$ cat src/design/assert_macros.svh
// Assertion macros used by the top-level RTL file.
`ifndef ASSERT_MACROS_SVH
`define ASSERT_MACROS_SVH

// Checks that a property holds at every rising clock edge outside reset.
`define CHK_ALWAYS(lbl, clk, rst_n, prop) \
	lbl: assert property (@(posedge clk) disable iff (!(rst_n)) (prop)) \
		else $error("assertion failed");

// Checks that a consequent follows an antecedent at the same edge.
`define CHK_IMPLY(lbl, clk, rst_n, ante, cons) \
	lbl: assert property (@(posedge clk) disable iff (!(rst_n)) (ante) |-> (cons)) \
		else $error("assertion failed");

`endif

$ cat src/design/dlphb_pkg.sv
// Package with types, codes and the glyph table of the drum printer hammer buffer.
`default_nettype none
package dlphb_pkg;

	localparam int CHAR_W = 7;
	localparam int FILL_W = 4;
	localparam int LANES = 16;

	typedef enum logic [1:0] {
		KIND_CTRL   = 2'd0,
		KIND_HAMMER = 2'd1,
		KIND_TICK   = 2'd2,
		KIND_READ   = 2'd3
	} kind_t;

	localparam logic [3:0] CMD_LINEFEED = 4'd1;
	localparam logic [3:0] CMD_STOP_A   = 4'd2;
	localparam logic [3:0] CMD_START    = 4'd4;
	localparam logic [3:0] CMD_STOP_B   = 4'd8;
	localparam logic [3:0] CMD_STOP_C   = 4'd10;

	localparam logic CFG_ATTACHED = 1'b0;
	localparam logic CFG_LATIN    = 1'b1;

	localparam logic [15:0] SYM_SPACE = 16'h0020;
	localparam logic [15:0] SYM_CR    = 16'h000d;
	localparam logic [15:0] SYM_LF    = 16'h000a;

	typedef enum logic [1:0] {
		ST_IDLE,
		ST_HAMMER,
		ST_READ,
		ST_FINISH
	} state_t;

	typedef struct packed {
		kind_t       kind;
		logic [3:0]  command;
		logic [2:0]  base_position;
		logic [15:0] hammer_mask;
	} in_t;

	typedef struct packed {
		logic [15:0] symbol;
		logic        symbol_valid;
		logic        last_of_line;
		logic        sync_pulse;
		logic        zero_pulse;
		logic        linefeed_ready;
		logic        strike_dropped;
	} out_t;

	typedef struct packed {
		logic       go;
		logic       clr;
		logic       drum_nz;
		logic [2:0] base;
		logic [2:0] rd_sel;
	} lane_ctl_t;

	function automatic logic [15:0] glyph_of(logic [CHAR_W-1:0] code, logic latin);
		logic [15:0] g;
		g = SYM_SPACE;
		case (code)
			7'd1: g = 16'h0030;  7'd2: g = 16'h0031;  7'd3: g = 16'h0032;  7'd4: g = 16'h0033;
			7'd5: g = 16'h0034;  7'd6: g = 16'h0035;  7'd7: g = 16'h0036;  7'd8: g = 16'h0037;
			7'd9: g = 16'h0038;  7'd10: g = 16'h0039; 7'd11: g = 16'h002b; 7'd12: g = 16'h002d;
			7'd13: g = 16'h002f; 7'd14: g = 16'h002c; 7'd15: g = 16'h002e; 7'd16: g = 16'h2423;
			7'd17: g = 16'h0065; 7'd18: g = 16'h2191; 7'd19: g = 16'h0028; 7'd20: g = 16'h0029;
			7'd21: g = 16'h00d7; 7'd22: g = 16'h003d; 7'd23: g = 16'h003b; 7'd24: g = 16'h005b;
			7'd25: g = 16'h005d; 7'd26: g = 16'h002a; 7'd27: g = 16'h2018; 7'd28: g = 16'h2019;
			7'd29: g = 16'h2260; 7'd30: g = 16'h003c; 7'd31: g = 16'h003e; 7'd32: g = 16'h003a;
			7'd33: g = 16'h0410; 7'd34: g = 16'h0411; 7'd35: g = 16'h0412; 7'd36: g = 16'h0413;
			7'd37: g = 16'h0414; 7'd38: g = 16'h0415; 7'd39: g = 16'h0416; 7'd40: g = 16'h0417;
			7'd41: g = 16'h0418; 7'd42: g = 16'h0419; 7'd43: g = 16'h041a; 7'd44: g = 16'h041b;
			7'd45: g = 16'h041c; 7'd46: g = 16'h041d; 7'd47: g = 16'h041e; 7'd48: g = 16'h041f;
			7'd49: g = 16'h0420; 7'd50: g = 16'h0421; 7'd51: g = 16'h0422; 7'd52: g = 16'h0423;
			7'd53: g = 16'h0424; 7'd54: g = 16'h0425; 7'd55: g = 16'h0426; 7'd56: g = 16'h0427;
			7'd57: g = 16'h0428; 7'd58: g = 16'h0429; 7'd59: g = 16'h042b; 7'd60: g = 16'h042c;
			7'd61: g = 16'h042d; 7'd62: g = 16'h042e; 7'd63: g = 16'h042f; 7'd64: g = 16'h0044;
			7'd65: g = 16'h0046; 7'd66: g = 16'h0047; 7'd67: g = 16'h0049; 7'd68: g = 16'h004a;
			7'd69: g = 16'h004c; 7'd70: g = 16'h004e; 7'd71: g = 16'h0051; 7'd72: g = 16'h0052;
			7'd73: g = 16'h0053; 7'd74: g = 16'h0055; 7'd75: g = 16'h0056; 7'd76: g = 16'h0057;
			7'd77: g = 16'h005a; 7'd78: g = 16'h203e; 7'd79: g = 16'h2264; 7'd80: g = 16'h2265;
			7'd81: g = 16'h2228; 7'd82: g = 16'h2227; 7'd83: g = 16'h2283; 7'd84: g = 16'h00ac;
			7'd85: g = 16'h00f7; 7'd86: g = 16'h2261; 7'd87: g = 16'h0025; 7'd88: g = 16'h25c7;
			7'd89: g = 16'h007c; 7'd90: g = 16'h2015; 7'd91: g = 16'h005f; 7'd92: g = 16'h0021;
			7'd93: g = 16'h0022; 7'd94: g = 16'h042a; 7'd95: g = 16'h00b0; 7'd96: g = 16'h2032;
			default: g = SYM_SPACE;
		endcase
		if (latin) begin
			case (code)
				7'd33: g = 16'h0041; 7'd35: g = 16'h0042; 7'd38: g = 16'h0045;
				7'd43: g = 16'h004b; 7'd45: g = 16'h004d; 7'd46: g = 16'h0048;
				7'd47: g = 16'h004f; 7'd49: g = 16'h0050; 7'd50: g = 16'h0043;
				7'd51: g = 16'h0054; 7'd52: g = 16'h0059; 7'd54: g = 16'h0058;
				default: g = g;
			endcase
		end
		return g;
	endfunction

endpackage
`default_nettype wire

$ cat src/design/dlphb_lane.sv
// One hammer lane: the overprint fill counts of eight columns and their slot lookup.
`default_nettype none
module dlphb_lane #(
	parameter int LANE = 0,
	parameter int COLS = 128,
	parameter int MAX_OVERPRINT = 10
) (
	input  logic                         clk,
	input  logic                         arst_n,
	input  dlphb_pkg::lane_ctl_t         ctl,
	input  logic                         fire,
	output logic                         strike,
	output logic [dlphb_pkg::FILL_W-1:0] slot,
	output logic [dlphb_pkg::FILL_W-1:0] rd_fill
);
	import dlphb_pkg::*;

	logic [FILL_W-1:0] fill_q [8];
	logic              col_ok;

	assign col_ok  = (int'(ctl.base) + LANE * 8) < COLS;
	assign slot    = fill_q[ctl.base];
	assign strike  = fire && col_ok && (slot < FILL_W'(MAX_OVERPRINT));
	assign rd_fill = fill_q[ctl.rd_sel];

	always_ff @(posedge clk or negedge arst_n) begin
		if (!arst_n) begin
			for (int b = 0; b < 8; b++) fill_q[b] <= '0;
		end else if (ctl.clr) begin
			for (int b = 0; b < 8; b++) fill_q[b] <= '0;
		end else if (ctl.go && strike && ctl.drum_nz) begin
			fill_q[ctl.base] <= slot + FILL_W'(1);
		end
	end

endmodule
`default_nettype wire

$ cat config.mk
export PLATFORM = sky130hd
export DESIGN_NAME = dlphb_lane
export DESIGN_NICKNAME = d
export VERILOG_FILES = /design/src/design/assert_macros.svh /design/src/design/dlphb_pkg.sv /design/src/design/dlphb_lane.sv
export SDC_FILE = /design/constraint.sdc
export NUM_CORES = 1
export LEC_CHECK = 0
export ABC_AREA = 0
export BUFFER_PORTS_ARGS = -buffer_cell sky130_fd_sc_hd__buf_4
export CORE_MARGIN = 5
export CORE_UTILIZATION = 55
export DETAILED_ROUTE_END_ITERATION = 10
export MAX_ROUTING_LAYER = met4
export PLACE_DENSITY = 0.75
export SKIP_CTS_REPAIR_TIMING = 1
export SLEW_MARGIN = 20
export SYNTH_ARGS = -nofsm -noshare
export SYNTH_HDL_FRONTEND = slang
export SYNTH_SLANG_ARGS = --single-unit
export TNS_END_PERCENT = 30
$ cat constraint.sdc
create_clock -name clk -period 5 [get_ports clk]
set_input_delay 0.25 -clock clk [delete_from_list [all_inputs] [get_ports clk]]
set_output_delay 0.25 -clock clk [all_outputs]
set_load 0.01 [all_outputs]
---- Word level (Yosys, flattened, before mapping) ----
Index checks and enable logic that the tools add are counted.
cells by class
  $lt $le $gt $ge ......................... 5
  $add $sub $neg .......................... 1
  bitwise gates (word level) .............. 2
  reduce and logical (&&, ||, !) cells .... 6
  muxes and demuxes ....................... 11
operator list
  operator             count
  $mux 32              2
  $bwmux 32            1
  $bmux 4 s3           2
  $mux 4               5
  $demux 4 s3          1
  $ge 4x4->1 const B   2
  $lt 3x8->1 const B   1
  $not 3->4            2
  $logic_and 1x1->1    5
  $add 4x1->4 const B  1
  $lt 4x1->1 const B   1
  $lt 4x4->1 const B   1
  $reduce_bool 2->1    1
storage, ports and cells
  input bits .............................. 12
  output and inout port bits .............. 9
  flip-flop bits (word level) ............. 32

---- Longest topological paths before layout ----
  depth after elaboration ................. 10
  mapped depth ............................ 10

---- Worst setup path after synthesis ----
OpenSTA, ideal clock, no wires.
  path kind ............................... in2reg
  start ................................... in ctl[4] (netlist name)
  end ..................................... reg fill_q[30] (netlist name)
  arrival ................................. 2.085 ns
  path slack .............................. 2.842 ns
  stages .................................. 9
  buffers on the path ..................... 2
  cells stage by stage .................... buf_2 -> buf_2 -> a311o_1 -> a21oi_4 -> inv_1 -> ha_1 -> xor2_1 -> mux2i_1 -> nor2_1
on the way
  longest elaborated chain between the ends .. 9
ends and longest elaborated chain
  item                                                 RTL line          source
  start: declaration                                   dlphb_lane.sv:10  input dlphb_pkg::lane_ctl_t ctl,
  $not 3->4 (not written as such) *                    dlphb_lane.sv:22  assign slot = fill_q[ctl.base];
  $bmux 4 s3 *                                         dlphb_lane.sv:22
  $mux 4 (not written as such) * (2 in a row)          dlphb_lane.sv:22
  named net slot (one bit)                             dlphb_lane.sv:13  output logic [dlphb_pkg::FILL_W-1:0] slot,
  branches (longest 5 deep; another with $add 4x1->4)  n/a
  end signal: indexed assignment                       dlphb_lane.sv:32  fill_q[ctl.base] <= slot + FILL_W'(1);
  end: declaration                                     dlphb_lane.sv:18  logic [FILL_W-1:0] fill_q [8];
Mark *: on every way through the listed nets, which the timed path passes. The select of a mux whose other input is x is not followed.
A chain may end at the register's enable or synchronous reset.

---- Worst setup path in the final report ----
  start ................................... reg fill_q[28] (netlist name)
  end ..................................... reg fill_q[14] (netlist name)
on the way
  longest elaborated chain between the ends .. 8
ends and longest elaborated chain
  item                                                 RTL line
  $bmux 4 s3 *                                         dlphb_lane.sv:22
  $mux 4 (not written as such) * (2 in a row)          dlphb_lane.sv:22
  branches (longest 5 deep; another with $add 4x1->4)  n/a
Every way passes the cells marked *. The select of a mux whose other input is x is not followed.

==> reports/metrics.cfg <==
[timing]
setup_viol = 0
slew_headroom_pct = 37.3
rsz0062_at_grt = false
clock.fmax_mhz = 409
fin_skew_ns = 0.00481
worst_pin_slew_ns = 0.940
setup-tns-final_ns = 0
finalHoldViolations = 0
period_minus_slack_ns = 2.44
fin_crit_sh_pct = 48.9
slew_violations = 0

[worst_setup_path]
endpoint_kind = flop
crit_path_start_kind = flop
path_max_fanout = 10
arrival_ns = 2.65
path_class = reg -> reg
reg2reg_slack_ns = 2.56
crit_required_ns = 5.20

[finish]
final_cells = 244
max_flop_register = fill_q
drive_above_1_share_pct = 29.1
nFillCells = 289
final_cell_mix = 32 x dfrtp_1, 30 x nor2_1, 28 x mux2i_1
num_antenna_cells = 0
final_common_cell = dfrtp_1
fin_nets = 208
largestRegisters = fill_q: 32 flops
area_delta_synth_final_pct = 11.5
largest_reg_flops = 32

[grt]
antenna_found_initial = 0
gr-total-overflow = 0
grt_max_degree = 35
grt_pass1_wl_mm = 7.94
grt_usage_pct = 20.5
grt_pass1_vias = 1591

[place]
globalplace.congestion = 0.840
dp_cells = 235
port_buffers = 20
dpl.hpwl_mm = 3.25

[drt]
vias_per_cell = 6.14
drtPass1Iterations = 4
drc = 0
dr_total_vias = 1498
routedWlPerCell_um = 18.8
ant_nets = 0
first_iter_violations = 92
routed_wl_mm = 4.60

[die]
die_h_um = 71.4
start_util_pct = 56.6
std_cell_rows = 22
dieArea_um2 = 5090
die_w_um = 71.4
io_pins = 21
fp.coreArea_um2 = 3660

[synth]
synth_edf_count = 0
synth.avg_cell_area_um2 = 11.4
synth_nets = 194
synth-async-reset-ratio_pct = 100
synth_area_leaders = dfrtp_1 39%, mux2i_1 14%, mux4_2 13%, nor2_1 5.4%, mux2_2 2.7%
synthCells = 181
ys.flop_type = dfrtp_1
yosys.area.top_type = dfrtp_1
synth_top_area_share_pct = 38.6
synth-seq-cells = 32
syn-cell-area_um2 = 2070
yosysWarnings = 0
yosysUniqueCellTypes = 39
ys_seq_area_share_pct = 38.6

[clock_network]
clock_path_buffers = 2
cts_buffers = 5
cts_tree = yes
clkLatencyLatePin_ns = 0.28
root_buffer = clkbuf_8
path_clk_slew_ns = 0.06
cts.sinks = 32
htree_levels = 2

[power]
seq_power_share_pct = 51.3
power_frac_clock_pct = 38.7
p_sw_share_pct = 23.0
peakVddDrop_mv = 0.206
pwr-share-comb_pct = 10.1
p_int_w = 0.000391
powerDensity_nw_per_um2 = 220
p_switching_w = 0.000117
p_leak_nw = 1.11

[outcome]
status = finished, final reports clean

[run]
max-cap-violations = 0

[min_path]
hp-class = in -> reg

-- Yosys cell counts (all sizes together), types with 2 or more instances --
library cell  instances
o21ai                14
or3b                  2
mux4                 12
nor4                  2
nand3                 4
mux2                  6
o21a                  2
a21oi                 2
clkbuf                6
inv                   4
nand2b                5
dfrtp                32
buf                   8
mux2i                28
nor2                 31
nand3b                7
o2111ai               2
nor3                  3
-- through the flow --
stage / utilization (%) / instance area, um2 / total power (W) / hold WS (ns) / worst slack [ns]
finish: 63.1 / 2310 / 0.000509 / 0.355 / 2.56
global route: 63.1 / 2310 / 0.000532 / 0.374 / 2.37
CTS: 62.9 / 2300 / 0.000516 / -0.0956 / 2.53
detailed placement: 60.4 / 2210 / 0.000316 / 0.205 / 2.47
global placement: 60.4 / 2210 / 0.000315 / 0.198 / 2.56
floorplan: - / 2070 / 0.000298 / -0.0456 / 2.84
-- final timing paths --
kind / endpoint / depth (start not counted) / from
worst min-delay path: fill_q[10] / 2 / ctl[7]
worst max-delay path: fill_q[14] / 8 / fill_q[28]
worst min register to register: fill_q[1] / 2 / fill_q[1]
worst max register to register: fill_q[14] / 8 / fill_q[28]
min in group asynchronous: fill_q[29] / 2 / arst_n
max in group asynchronous: fill_q[15] / 2 / arst_n
-- critical path, stage by stage, from the launching register on --
cell	delay [ns]
dfrtp_1	0.39
nor3b_1	0.14
a311o_1	0.36
a21oi_4	0.29
inv_1	0.14
ha_1	0.23
xor2_1	0.48
mux2i_1	0.18
nor2_1	0.15
-- final cells by class --
| class | count | area [um2] | share of cell area (%) |
|---|---|---|---|
| multi-input cells | 131 | 1180 | 51.3 |
| clock buffers | 8 | 90.1 | 3.90 |
| repair buffers | 21 | 160 | 6.93 |
| well taps | 48 | 60.1 | 2.60 |
| inverters | 4 | 15.0 | 0.650 |
| flip-flops and latches | 32 | 801 | 34.7 |
-- logic make-up (layout without fill, tap and decap cells) --
| kind of cell | Yosys count | in the layout | share of synthesized area (%) |
|---|---|---|---|
| AND/OR/NAND/NOR | 57 | 57 | 14.7 |
| multiplexers | 46 | 46 | 30.0 |
| flip-flops | 32 | 32 | 38.6 |
| AO/OA/AOI/OAI | 26 | 26 | 11.4 |
| buffers and inverters | 18 | 33 | 4.17 |
| adder cells (fa/ha/maj) | 1 | 1 | 0.604 |
| XOR/XNOR | 1 | 1 | 0.423 |
-- power groups by stage --
stage / clock network [W] / logic (W) / registers (W)
after floorplan: 0 / 0.0000332 / 0.000265
after CTS: 0.000204 / 0.0000511 / 0.000261
after global routing: 0.000216 / 0.0000560 / 0.000261
after global placement: 0 / 0.0000495 / 0.000265
after detailed placement: 0 / 0.0000509 / 0.000265
final: 0.000197 / 0.0000512 / 0.000261
-- layer usage --
layer,routed length (um),vias to the layer above,global-route usage (%)
li1,-,693,-
met1,2070,748,26.6
met2,2190,48,31.4
met3,247,9,4.49
met4,91,0,7.93
met5,0,-,-
(Power assumes the default switching activity.)
